`src/design/sscu_pkg.sv`:
```
package sscu_pkg;

  // Work classes decided by the front end.
  typedef enum logic [2:0] {
    OP_DECLINE,
    OP_FIRST,
    OP_TEMP,
    OP_PASS,
    OP_WSPD,
    OP_WDIR,
    OP_CYC
  } op_e;

  // Subpage numbers in page order.
  localparam logic [7:0] SP_TEMP     = 8'd1;
  localparam logic [7:0] SP_PRESSURE = 8'd2;
  localparam logic [7:0] SP_HUMIDITY = 8'd3;
  localparam logic [7:0] SP_WSPD     = 8'd4;
  localparam logic [7:0] SP_WDIR     = 8'd5;
  localparam logic [7:0] SP_CYCLES   = 8'd6;
  localparam logic [7:0] SP_TMIN     = 8'd7;
  localparam logic [7:0] SP_TMAX     = 8'd8;

  // Field codes of the result.
  localparam logic [2:0] FC_TEMP     = 3'd0;
  localparam logic [2:0] FC_PRESSURE = 3'd1;
  localparam logic [2:0] FC_HUMIDITY = 3'd2;
  localparam logic [2:0] FC_WSPD     = 3'd3;
  localparam logic [2:0] FC_WDIR     = 3'd4;
  localparam logic [2:0] FC_CYCLES   = 3'd5;
  localparam logic [2:0] FC_TMIN     = 3'd6;
  localparam logic [2:0] FC_TMAX     = 3'd7;

  // Quantity kinds of the result.
  localparam logic [2:0] QK_TEMPERATURE = 3'd0;
  localparam logic [2:0] QK_PRESSURE    = 3'd1;
  localparam logic [2:0] QK_HUMIDITY    = 3'd2;
  localparam logic [2:0] QK_SPEED       = 3'd3;
  localparam logic [2:0] QK_ANGLE       = 3'd4;
  localparam logic [2:0] QK_COUNT       = 3'd5;

  // Decimal exponents.
  localparam logic signed [3:0] EXP_CENTI = -4'sd2;
  localparam logic signed [3:0] EXP_DECA  = 4'sd1;
  localparam logic signed [3:0] EXP_MICRO = -4'sd6;
  localparam logic signed [3:0] EXP_UNIT  = 4'sd0;

  // Kelvin offset in hundredths.
  localparam logic [63:0] KELVIN_CENTI = 64'd27315;

  // Wind speed: (v*1e6+180)/360 = 2777*v + floor((14*v+9)/18).
  // The division by 18 is a reciprocal multiply, exact for a 20-bit numerator.
  localparam logic [27:0] WSPD_INT      = 28'd2777;
  localparam logic [19:0] WSPD_FRAC_MUL = 20'd14;
  localparam logic [19:0] WSPD_FRAC_ADD = 20'd9;
  localparam logic [20:0] WSPD_RECIP    = 21'd1864136;

  // Wind direction: floor((v*872665+500000)/1e6) = floor(floor(x/64)/15625).
  // The division by 15625 is a reciprocal multiply, exact for a 30-bit value.
  localparam logic [35:0] WDIR_MUL   = 36'd872665;
  localparam logic [35:0] WDIR_BIAS  = 36'd500000;
  localparam logic [30:0] WDIR_RECIP = 31'd1125899907;

  // One classified request as it travels from the front end to the back end.
  typedef struct packed {
    op_e               op;
    logic [2:0]        field_code;
    logic [2:0]        quantity_kind;
    logic signed [3:0] exponent;
    logic [15:0]       operand;
    logic [31:0]       source_id;
    logic [63:0]       time_us;
    logic [31:0]       declined_total;
  } sscu_item_t;

  // One finished result.
  typedef struct packed {
    logic              posted;
    logic [2:0]        field_code;
    logic [2:0]        quantity_kind;
    logic signed [3:0] exponent;
    logic signed [63:0] value;
    logic              accumulating;
    logic [31:0]       source_out;
    logic [63:0]       time_out;
    logic [31:0]       declined_total;
  } sscu_res_t;

endpackage

```
`src/design/sscu_if.sv`:
```
// Input request channel.
interface sscu_req_if;
  logic        valid;
  logic        ready;
  logic [7:0]  subpage;
  logic [15:0] wire_value;
  logic [31:0] source_id;
  logic [63:0] time_us;

  modport source(output valid, subpage, wire_value, source_id, time_us, input ready);
  modport sink(input valid, subpage, wire_value, source_id, time_us, output ready);
endinterface

// Result channel.
interface sscu_res_if;
  logic               valid;
  logic               ready;
  logic               posted;
  logic [2:0]         field_code;
  logic [2:0]         quantity_kind;
  logic signed [3:0]  exponent;
  logic signed [63:0] value;
  logic               accumulating;
  logic [31:0]        source_out;
  logic [63:0]        time_out;
  logic [31:0]        declined_total;

  modport source(output valid, posted, field_code, quantity_kind, exponent, value,
                 accumulating, source_out, time_out, declined_total, input ready);
  modport sink(input valid, posted, field_code, quantity_kind, exponent, value,
               accumulating, source_out, time_out, declined_total, output ready);
endinterface

```
`src/design/sscu_front.sv`:
```
module sscu_front
  import sscu_pkg::*;
(
  input  logic       clk_i,
  input  logic       rst_ni,
  sscu_req_if.sink   req_i,
  output sscu_item_t item_o,
  output logic       item_valid_o,
  input  logic       item_ready_i
);

  logic        seen_q, seen_d;
  logic [15:0] prev_q, prev_d;
  logic [31:0] decl_q, decl_d;
  logic        fire;

  assign req_i.ready  = item_ready_i;
  assign item_valid_o = req_i.valid;
  assign fire         = req_i.valid && item_ready_i;

  // Classify the request and update the in-order state on acceptance.
  always_comb begin
    item_o                = '0;
    item_o.op             = OP_DECLINE;
    item_o.declined_total = decl_q;
    seen_d                = seen_q;
    prev_d                = prev_q;
    decl_d                = decl_q;
    unique case (req_i.subpage)
      SP_TEMP, SP_TMIN, SP_TMAX: begin
        item_o.op            = OP_TEMP;
        item_o.quantity_kind = QK_TEMPERATURE;
        item_o.exponent      = EXP_CENTI;
        item_o.operand       = req_i.wire_value;
        if (req_i.subpage == SP_TMIN) begin
          item_o.field_code = FC_TMIN;
        end else if (req_i.subpage == SP_TMAX) begin
          item_o.field_code = FC_TMAX;
        end else begin
          item_o.field_code = FC_TEMP;
        end
      end
      SP_PRESSURE: begin
        item_o.op            = OP_PASS;
        item_o.field_code    = FC_PRESSURE;
        item_o.quantity_kind = QK_PRESSURE;
        item_o.exponent      = EXP_DECA;
        item_o.operand       = req_i.wire_value;
      end
      SP_HUMIDITY: begin
        item_o.op            = OP_PASS;
        item_o.field_code    = FC_HUMIDITY;
        item_o.quantity_kind = QK_HUMIDITY;
        item_o.exponent      = EXP_CENTI;
        item_o.operand       = req_i.wire_value;
      end
      SP_WSPD: begin
        item_o.op            = OP_WSPD;
        item_o.field_code    = FC_WSPD;
        item_o.quantity_kind = QK_SPEED;
        item_o.exponent      = EXP_MICRO;
        item_o.operand       = req_i.wire_value;
      end
      SP_WDIR: begin
        item_o.op            = OP_WDIR;
        item_o.field_code    = FC_WDIR;
        item_o.quantity_kind = QK_ANGLE;
        item_o.exponent      = EXP_MICRO;
        item_o.operand       = req_i.wire_value;
      end
      SP_CYCLES: begin
        seen_d = fire ? 1'b1 : seen_q;
        prev_d = fire ? req_i.wire_value : prev_q;
        if (seen_q) begin
          // The operand carries the 16-bit wrapped delta.
          item_o.op            = OP_CYC;
          item_o.field_code    = FC_CYCLES;
          item_o.quantity_kind = QK_COUNT;
          item_o.exponent      = EXP_UNIT;
          item_o.operand       = req_i.wire_value - prev_q;
        end else begin
          item_o.op = OP_FIRST;
        end
      end
      default: begin
        item_o.declined_total = decl_q + 32'd1;
        decl_d                = fire ? decl_q + 32'd1 : decl_q;
      end
    endcase
    // Only posted samples carry the sender and the timestamp.
    if (item_o.op != OP_DECLINE && item_o.op != OP_FIRST) begin
      item_o.source_id = req_i.source_id;
      item_o.time_us   = req_i.time_us;
    end
  end

  always_ff @(posedge clk_i or negedge rst_ni) begin
    if (!rst_ni) begin
      seen_q <= 1'b0;
      prev_q <= '0;
      decl_q <= '0;
    end else begin
      seen_q <= seen_d;
      prev_q <= prev_d;
      decl_q <= decl_d;
    end
  end

endmodule

```
`src/design/sscu_queue.sv`:
```
module sscu_queue
  import sscu_pkg::*;
(
  input  logic       clk_i,
  input  logic       rst_ni,
  input  sscu_item_t push_item_i,
  input  logic       push_valid_i,
  output logic       push_ready_o,
  output sscu_item_t pop_item_o,
  output logic       pop_valid_o,
  input  logic       pop_ready_i
);

  sscu_item_t  mem_q [2];
  logic        wr_ptr_q, rd_ptr_q;
  logic [1:0]  count_q;
  logic        push, pop;

  assign push_ready_o = (count_q != 2'd2);
  assign pop_valid_o  = (count_q != 2'd0);
  assign pop_item_o   = mem_q[rd_ptr_q];
  assign push         = push_valid_i && push_ready_o;
  assign pop          = pop_valid_o && pop_ready_i;

  // Pointers and fill count.
  always_ff @(posedge clk_i or negedge rst_ni) begin
    if (!rst_ni) begin
      wr_ptr_q <= 1'b0;
      rd_ptr_q <= 1'b0;
      count_q  <= '0;
    end else begin
      if (push) begin
        wr_ptr_q <= ~wr_ptr_q;
      end
      if (pop) begin
        rd_ptr_q <= ~rd_ptr_q;
      end
      if (push && !pop) begin
        count_q <= count_q + 2'd1;
      end else if (pop && !push) begin
        count_q <= count_q - 2'd1;
      end
    end
  end

  // Entry storage.
  always_ff @(posedge clk_i) begin
    if (push) begin
      mem_q[wr_ptr_q] <= push_item_i;
    end
  end

endmodule

```
`src/design/sscu_back.sv`:
```
module sscu_back
  import sscu_pkg::*;
(
  input  logic       clk_i,
  input  logic       rst_ni,
  input  sscu_item_t item_i,
  input  logic       item_valid_i,
  output logic       item_ready_o,
  sscu_res_if.source res_o
);

  // Stage A: first products.
  logic        a_v_q;
  sscu_item_t  a_item_q;
  logic [40:0] a_spd_frac_q;
  logic [27:0] a_spd_int_q;
  logic [35:0] a_dir_x_q;
  // Stage B: speed sum and direction reciprocal product.
  logic        b_v_q;
  sscu_item_t  b_item_q;
  logic [27:0] b_speed_q;
  logic [60:0] b_dir_prod_q;
  // Stage C: output register and accumulator.
  logic        c_v_q;
  sscu_res_t   c_res_q, c_res_d;
  logic [63:0] acc_q, acc_d;

  logic        a_rdy, b_rdy, c_rdy;
  logic        a_load, b_load, c_load;
  logic [19:0] spd_num;

  // Stall chain from the output back to the queue.
  assign c_rdy        = !c_v_q || res_o.ready;
  assign b_rdy        = !b_v_q || c_rdy;
  assign a_rdy        = !a_v_q || b_rdy;
  assign item_ready_o = a_rdy;
  assign a_load       = item_valid_i && a_rdy;
  assign b_load       = a_v_q && b_rdy;
  assign c_load       = b_v_q && c_rdy;

  assign spd_num = {4'd0, item_i.operand} * WSPD_FRAC_MUL + WSPD_FRAC_ADD;

  // Final value selection and accumulator update.
  always_comb begin
    acc_d   = acc_q + {48'd0, b_item_q.operand};
    c_res_d = '0;
    c_res_d.declined_total = b_item_q.declined_total;
    unique case (b_item_q.op)
      OP_TEMP:  c_res_d.value = {{48{b_item_q.operand[15]}}, b_item_q.operand} + KELVIN_CENTI;
      OP_PASS:  c_res_d.value = {48'd0, b_item_q.operand};
      OP_WSPD:  c_res_d.value = {36'd0, b_speed_q};
      OP_WDIR:  c_res_d.value = {47'd0, b_dir_prod_q[60:44]};
      OP_CYC:   c_res_d.value = acc_d;
      default:  c_res_d.value = '0;
    endcase
    if (b_item_q.op != OP_DECLINE && b_item_q.op != OP_FIRST) begin
      c_res_d.posted        = 1'b1;
      c_res_d.field_code    = b_item_q.field_code;
      c_res_d.quantity_kind = b_item_q.quantity_kind;
      c_res_d.exponent      = b_item_q.exponent;
      c_res_d.accumulating  = (b_item_q.op == OP_CYC);
      c_res_d.source_out    = b_item_q.source_id;
      c_res_d.time_out      = b_item_q.time_us;
    end
  end

  // Control state.
  always_ff @(posedge clk_i or negedge rst_ni) begin
    if (!rst_ni) begin
      a_v_q <= 1'b0;
      b_v_q <= 1'b0;
      c_v_q <= 1'b0;
      acc_q <= '0;
    end else begin
      if (a_rdy) begin
        a_v_q <= item_valid_i;
      end
      if (b_rdy) begin
        b_v_q <= a_v_q;
      end
      if (c_rdy) begin
        c_v_q <= b_v_q;
      end
      if (c_load && b_item_q.op == OP_CYC) begin
        acc_q <= acc_d;
      end
    end
  end

  // Datapath registers.
  always_ff @(posedge clk_i) begin
    if (a_load) begin
      a_item_q     <= item_i;
      a_spd_frac_q <= {21'd0, spd_num} * {20'd0, WSPD_RECIP};
      a_spd_int_q  <= {12'd0, item_i.operand} * WSPD_INT;
      a_dir_x_q    <= {20'd0, item_i.operand} * WDIR_MUL + WDIR_BIAS;
    end
    if (b_load) begin
      b_item_q     <= a_item_q;
      b_speed_q    <= a_spd_int_q + {12'd0, a_spd_frac_q[40:25]};
      b_dir_prod_q <= {31'd0, a_dir_x_q[35:6]} * {30'd0, WDIR_RECIP};
    end
    if (c_load) begin
      c_res_q <= c_res_d;
    end
  end

  // Result channel.
  assign res_o.valid          = c_v_q;
  assign res_o.posted         = c_res_q.posted;
  assign res_o.field_code     = c_res_q.field_code;
  assign res_o.quantity_kind  = c_res_q.quantity_kind;
  assign res_o.exponent       = c_res_q.exponent;
  assign res_o.value          = c_res_q.value;
  assign res_o.accumulating   = c_res_q.accumulating;
  assign res_o.source_out     = c_res_q.source_out;
  assign res_o.time_out       = c_res_q.time_out;
  assign res_o.declined_total = c_res_q.declined_total;

endmodule

```
`src/design/sensor_subfield_unit_converter.sv`:
```
// Throughput: one request per cycle while the result channel is ready, set by the three-stage
// reciprocal multiply pipeline in the back end; a two-entry queue decouples it from the
// classifying front end. Reset (asynchronous, active low) clears the charge cycle tracking,
// the accumulator, the decline counter and all valid flags; no clearing pass is needed.
module sensor_subfield_unit_converter
  import sscu_pkg::*;
(
  input  logic       clk_i,
  input  logic       rst_ni,
  sscu_req_if.sink   req_i,
  sscu_res_if.source res_o
);

  sscu_item_t f_item, q_item;
  logic       f_valid, f_ready;
  logic       q_valid, q_ready;

  sscu_front u_front (
    .clk_i        (clk_i),
    .rst_ni       (rst_ni),
    .req_i        (req_i),
    .item_o       (f_item),
    .item_valid_o (f_valid),
    .item_ready_i (f_ready)
  );

  sscu_queue u_queue (
    .clk_i        (clk_i),
    .rst_ni       (rst_ni),
    .push_item_i  (f_item),
    .push_valid_i (f_valid),
    .push_ready_o (f_ready),
    .pop_item_o   (q_item),
    .pop_valid_o  (q_valid),
    .pop_ready_i  (q_ready)
  );

  sscu_back u_back (
    .clk_i        (clk_i),
    .rst_ni       (rst_ni),
    .item_i       (q_item),
    .item_valid_i (q_valid),
    .item_ready_o (q_ready),
    .res_o        (res_o)
  );

  // A full queue is never empty, so back pressure only comes with queued work.
  a_ready_low_queued : assert property (@(posedge clk_i) disable iff (!rst_ni)
    !req_i.ready |-> q_valid)
    else $error("request side stalled with an empty queue");

  // An unposted result carries nothing but the decline count.
  a_unposted_clean : assert property (@(posedge clk_i) disable iff (!rst_ni)
    res_o.valid && !res_o.posted |-> res_o.value == 64'd0 && !res_o.accumulating
      && res_o.source_out == 32'd0 && res_o.time_out == 64'd0)
    else $error("unposted result carries sample data");

  // Accumulated results are always charge cycle samples at unit exponent.
  a_accum_shape : assert property (@(posedge clk_i) disable iff (!rst_ni)
    res_o.valid && res_o.accumulating |-> res_o.posted
      && res_o.field_code == FC_CYCLES && res_o.exponent == EXP_UNIT)
    else $error("accumulating flag on a non-cycle result");

endmodule
```
`src/flat_wrapper.sv`:
```
// flat-port wrapper written by rule: the top's interface ports become plain ports
module sensor_subfield_unit_converter_flat import sscu_pkg::*;
  (clk_i, rst_ni, req_i_valid, req_i_subpage, req_i_wire_value, req_i_source_id, req_i_time_us, req_i_ready, res_o_valid, res_o_posted, res_o_field_code, res_o_quantity_kind, res_o_exponent, res_o_value, res_o_accumulating, res_o_source_out, res_o_time_out, res_o_declined_total, res_o_ready);
  sscu_req_if req_i_i ();
  sscu_res_if res_o_i ();
  input  logic clk_i;
  input  logic rst_ni;
  input wire logic [$bits(req_i_i.valid)-1:0] req_i_valid;
  input wire logic [$bits(req_i_i.subpage)-1:0] req_i_subpage;
  input wire logic [$bits(req_i_i.wire_value)-1:0] req_i_wire_value;
  input wire logic [$bits(req_i_i.source_id)-1:0] req_i_source_id;
  input wire logic [$bits(req_i_i.time_us)-1:0] req_i_time_us;
  output wire logic [$bits(req_i_i.ready)-1:0] req_i_ready;
  output wire logic [$bits(res_o_i.valid)-1:0] res_o_valid;
  output wire logic [$bits(res_o_i.posted)-1:0] res_o_posted;
  output wire logic [$bits(res_o_i.field_code)-1:0] res_o_field_code;
  output wire logic [$bits(res_o_i.quantity_kind)-1:0] res_o_quantity_kind;
  output wire logic [$bits(res_o_i.exponent)-1:0] res_o_exponent;
  output wire logic [$bits(res_o_i.value)-1:0] res_o_value;
  output wire logic [$bits(res_o_i.accumulating)-1:0] res_o_accumulating;
  output wire logic [$bits(res_o_i.source_out)-1:0] res_o_source_out;
  output wire logic [$bits(res_o_i.time_out)-1:0] res_o_time_out;
  output wire logic [$bits(res_o_i.declined_total)-1:0] res_o_declined_total;
  input wire logic [$bits(res_o_i.ready)-1:0] res_o_ready;
  assign req_i_i.valid = req_i_valid;
  assign req_i_i.subpage = req_i_subpage;
  assign req_i_i.wire_value = req_i_wire_value;
  assign req_i_i.source_id = req_i_source_id;
  assign req_i_i.time_us = req_i_time_us;
  assign req_i_ready = req_i_i.ready;
  assign res_o_valid = res_o_i.valid;
  assign res_o_posted = res_o_i.posted;
  assign res_o_field_code = res_o_i.field_code;
  assign res_o_quantity_kind = res_o_i.quantity_kind;
  assign res_o_exponent = res_o_i.exponent;
  assign res_o_value = res_o_i.value;
  assign res_o_accumulating = res_o_i.accumulating;
  assign res_o_source_out = res_o_i.source_out;
  assign res_o_time_out = res_o_i.time_out;
  assign res_o_declined_total = res_o_i.declined_total;
  assign res_o_i.ready = res_o_ready;
  sensor_subfield_unit_converter u_core (.clk_i(clk_i), .rst_ni(rst_ni), .req_i(req_i_i), .res_o(res_o_i));
endmodule
```
`config.mk`:
```
export PLATFORM = sky130hd
export DESIGN_NAME = sensor_subfield_unit_converter_flat
export DESIGN_NICKNAME = d
export VERILOG_FILES = /design/src/design/sscu_pkg.sv /design/src/design/sscu_if.sv /design/src/design/sscu_front.sv /design/src/design/sscu_queue.sv /design/src/design/sscu_back.sv /design/src/design/sensor_subfield_unit_converter.sv /design/src/flat_wrapper.sv
export SDC_FILE = /design/constraint.sdc
export NUM_CORES = 2
export LEC_CHECK = 0
export BUFFER_PORTS_ARGS = -buffer_cell sky130_fd_sc_hd__buf_2
export CAP_MARGIN = 20
export CORE_MARGIN = 1
export CORE_UTILIZATION = 30
export DETAILED_ROUTE_END_ITERATION = 12
export PLACE_DENSITY = 0.46
export SLEW_MARGIN = 20
export SYNTH_ARGS = -nofsm -noshare
export SYNTH_HDL_FRONTEND = slang
export SYNTH_SLANG_ARGS = --single-unit
```
`constraint.sdc`:
```
create_clock -name clk_i -period 23.2 [get_ports clk_i]
set_input_delay 3.48 -clock clk_i [delete_from_list [all_inputs] [get_ports clk_i]]
set_output_delay 3.48 -clock clk_i [all_outputs]
set_load 0.01 [all_outputs]
```
==> results.sh <==
export IMPL_critPathArrivalTime_ns=12.04
export IMPL_dp_hpwl_um=141000
export IMPL_yosysUniqueCellTypes=88
export IMPL_tightest_slew_ns=1.00
export IMPL_layout_common_cells="edfxtp_1 (943), inv_1 (917), ha_1 (775), fa_1 (567), buf_2 (328)"
export IMPL_synth_seq_cells=1063
export IMPL_vias=41800
export IMPL_drive_above_1_share_pct=12.3
export IMPL_ant_nets=0
export IMPL_worst_path_max_fanout=50
export IMPL_fin_ws_ns=11.62
export IMPL_clockBufferDepth=3
export IMPL_cts_root_buf="clkbuf_16"
export IMPL_r2r_slack_ns=11.62
export IMPL_synth_area_um2=70200
export IMPL_dp_slack_ns=11.51
export IMPL_ys_warn_count=0
export IMPL_grt_start_max_net_pins=127
export IMPL_initial_core_util_pct=30.2
export IMPL_die_w_um=486
export IMPL_post_cts_buffers=0
export IMPL_boundaryPins=330
export IMPL_die_area_um2=236000
export IMPL_status="finished clean"
export IMPL_drt_wl_total_um=184000
export IMPL_via_per_inst=4.61
export IMPL_die_y_um=486
export IMPL_synth_cells=5551
export IMPL_synth_top_area_cell="edfxtp_1"
export IMPL_synthTopCellsByArea="edfxtp_1 (40%), fa_1 (16%), ha_1 (14%)"
export IMPL_fmax_ghz=0.0864
export IMPL_skew_ns=0.0378
export IMPL_syn_nets=7017
export IMPL_clk_pin_slew_ns=0.06
export IMPL_min_period_ns=11.58
export IMPL_clkLatencyLatePin_ns=0.74
export IMPL_clock_sinks=1063
export IMPL_fin_setup_tns_ns=0
export IMPL_whs_ns=0.392
export IMPL_hold_viol_final=0
export IMPL_synthArstFlopShare_pct=11.3
export IMPL_ctsResizeCount=0
export IMPL_gp_congestion=0.890
export IMPL_route_detailed_drc=0
export IMPL_grt_pass1_wl_um=279000
export IMPL_synthFlopType="edfxtp_1"
export IMPL_crit_required_ns=23.66
export IMPL_nets=7385
export IMPL_cts_buffers=112
export IMPL_antenna_found_initial=31
export IMPL_coreArea_um2=233000
export IMPL_cp_end_kind="flip-flop"
export IMPL_area_growth_pct=13.0
export IMPL_fp_row_count=177
export IMPL_cp_buffers_inverters=3
export IMPL_setup_viol=0
export IMPL_synth_edf_count=943
export IMPL_cap_violations=0
export IMPL_port_buffers=329
export IMPL_cts_tree="yes"
export IMPL_track_usage_pct=15.6
export IMPL_crit_type="flip-flop to flip-flop"
export IMPL_critPathTopFamily="adder cells"
export IMPL_rsz0062_at_grt="false"
export IMPL_first_global_vias=43400
export IMPL_first_pass_iters=7
export IMPL_finalCritPeriodShare_pct=49.9
export IMPL_min_path_type="flip-flop to flip-flop"
export IMPL_synth_top_area_share_pct=40.3
export IMPL_crit_slowest_cell="dfrtp_4"
export IMPL_critical_path_max_stage_delay_ns=0.94
export IMPL_final_common_cell="edfxtp_1"
export IMPL_maxSlewViolCount=0
export IMPL_first_iter_violations=2277
export IMPL_seq_area_frac_synth_pct=44.6
export IMPL_holdBufCountCts=0
export IMPL_slew_headroom_pct=33.2
export IMPL_synth_area_per_cell_um2=12.6
export IMPL_wl_per_cell_um=20.4
export IMPL_startpoint_type="flip-flop"
export IMPL_gr_total_overflow=0
export IMPL_htreeDepth=3
export IMPL_crit_top_cell="fa_1"
[sequential cells by signal, summed over array words and instances (netlist names), 16 cells and up]
register	flops
u_core.u_back.a_item_q	156
u_core.u_queue.mem_q	312
u_core.u_back.b_dir_prod_q	17
u_core.u_back.res_o.declined_total	32
u_core.u_back.b_item_q	156
u_core.u_back.res_o.time_out	64
u_core.u_back.a_spd_int_q	25
u_core.u_back.res_o.value	64
u_core.u_back.b_speed_q	28
u_core.u_back.res_o.source_out	32
u_core.u_back.acc_q	64
u_core.u_back.a_spd_frac_q	16
u_core.u_back.a_dir_x_q	30
u_core.u_front.decl_q	32
u_core.u_front.prev_q	16
[metrics by stage]
stage	std cells	area (um^2)	util, %
floorplan	5551	70200	-
global placement	8848	75600	32.5
detailed placement	8848	75600	32.5
CTS	9056	79300	34.1
global route	9058	79400	34.1
finish	9058	79400	34.1
[metal layers]
metal  wire length [um]  track usage, %  up-vias
li1                   -               -    19700
met1              90000            22.6    21100
met2              84700            25.0      710
met3               6580            1.99      184
met4               3000            2.76       16
met5                104               0        -
[final timing paths]
| path | start | endpoint | cells after the start |
|---|---|---|---|
| max reg2reg | u_core.u_queue.rd_ptr_q$_DFFE_PN0P_ | u_core.u_back.a_spd_frac_q[40]$_DFFE_PP_ | 33 |
| min | u_core.u_back.a_item_q[121]$_DFFE_PP_ | u_core.u_back.b_item_q[121]$_DFFE_PP_ | 0 |
| min reg2reg | u_core.u_back.a_item_q[121]$_DFFE_PP_ | u_core.u_back.b_item_q[121]$_DFFE_PP_ | 0 |
| min in group asynchronous | rst_ni | u_core.u_back.acc_q[29]$_DFFE_PN0P_ | 1 |
| max in group asynchronous | rst_ni | u_core.u_queue.rd_ptr_q$_DFFE_PN0P_ | 2 |
| max | u_core.u_queue.rd_ptr_q$_DFFE_PN0P_ | u_core.u_back.a_spd_frac_q[40]$_DFFE_PP_ | 33 |
[cell usage after synthesis, types with 24 or more instances]
library cell	n
a21o_1	75
a21oi_1	138
and2_1	126
and3_1	42
clkbuf_1	100
dfrtp_1	120
edfxtp_1	943
fa_1	567
ha_1	775
inv_1	918
mux2_2	153
nand2_1	231
nand2b_1	24
nand3_1	101
nand4_1	42
nor2_1	198
nor2b_1	117
nor3_1	55
o211ai_1	35
o21ai_0	125
or3_1	24
xnor2_1	177
xor2_1	145
[layout make-up]
type / count / area, um^2
Fill cell: 23000 / 153000
Multi-Input combinational cell: 3454 / 35000
Sequential cell: 1063 / 31300
Tap cell: 3043 / 3810
Inverter: 920 / 3460
Clock buffer: 140 / 2970
Timing Repair Buffer: 368 / 1970
Clock inverter: 68 / 785
Antenna cell: 2 / 5.00
[kinds of logic (layout without fill, tap and decap cells)]
family,count (synthesis),in the layout,synth area share [%]
buffers and inverters,1034,1496,5.55
multiplexers,168,168,2.67
adder cells (fa/ha/maj),1344,1344,30.0
flip-flops,1063,1063,44.6
AO/OA/AOI/OAI,575,575,5.45
other,0,2,0
AND/OR/NAND/NOR,1044,1044,7.67
XOR/XNOR,323,323,4.04
Power is not shown: default switching activity piles up to over one toggle a cycle in this logic, so the estimate is an artifact.
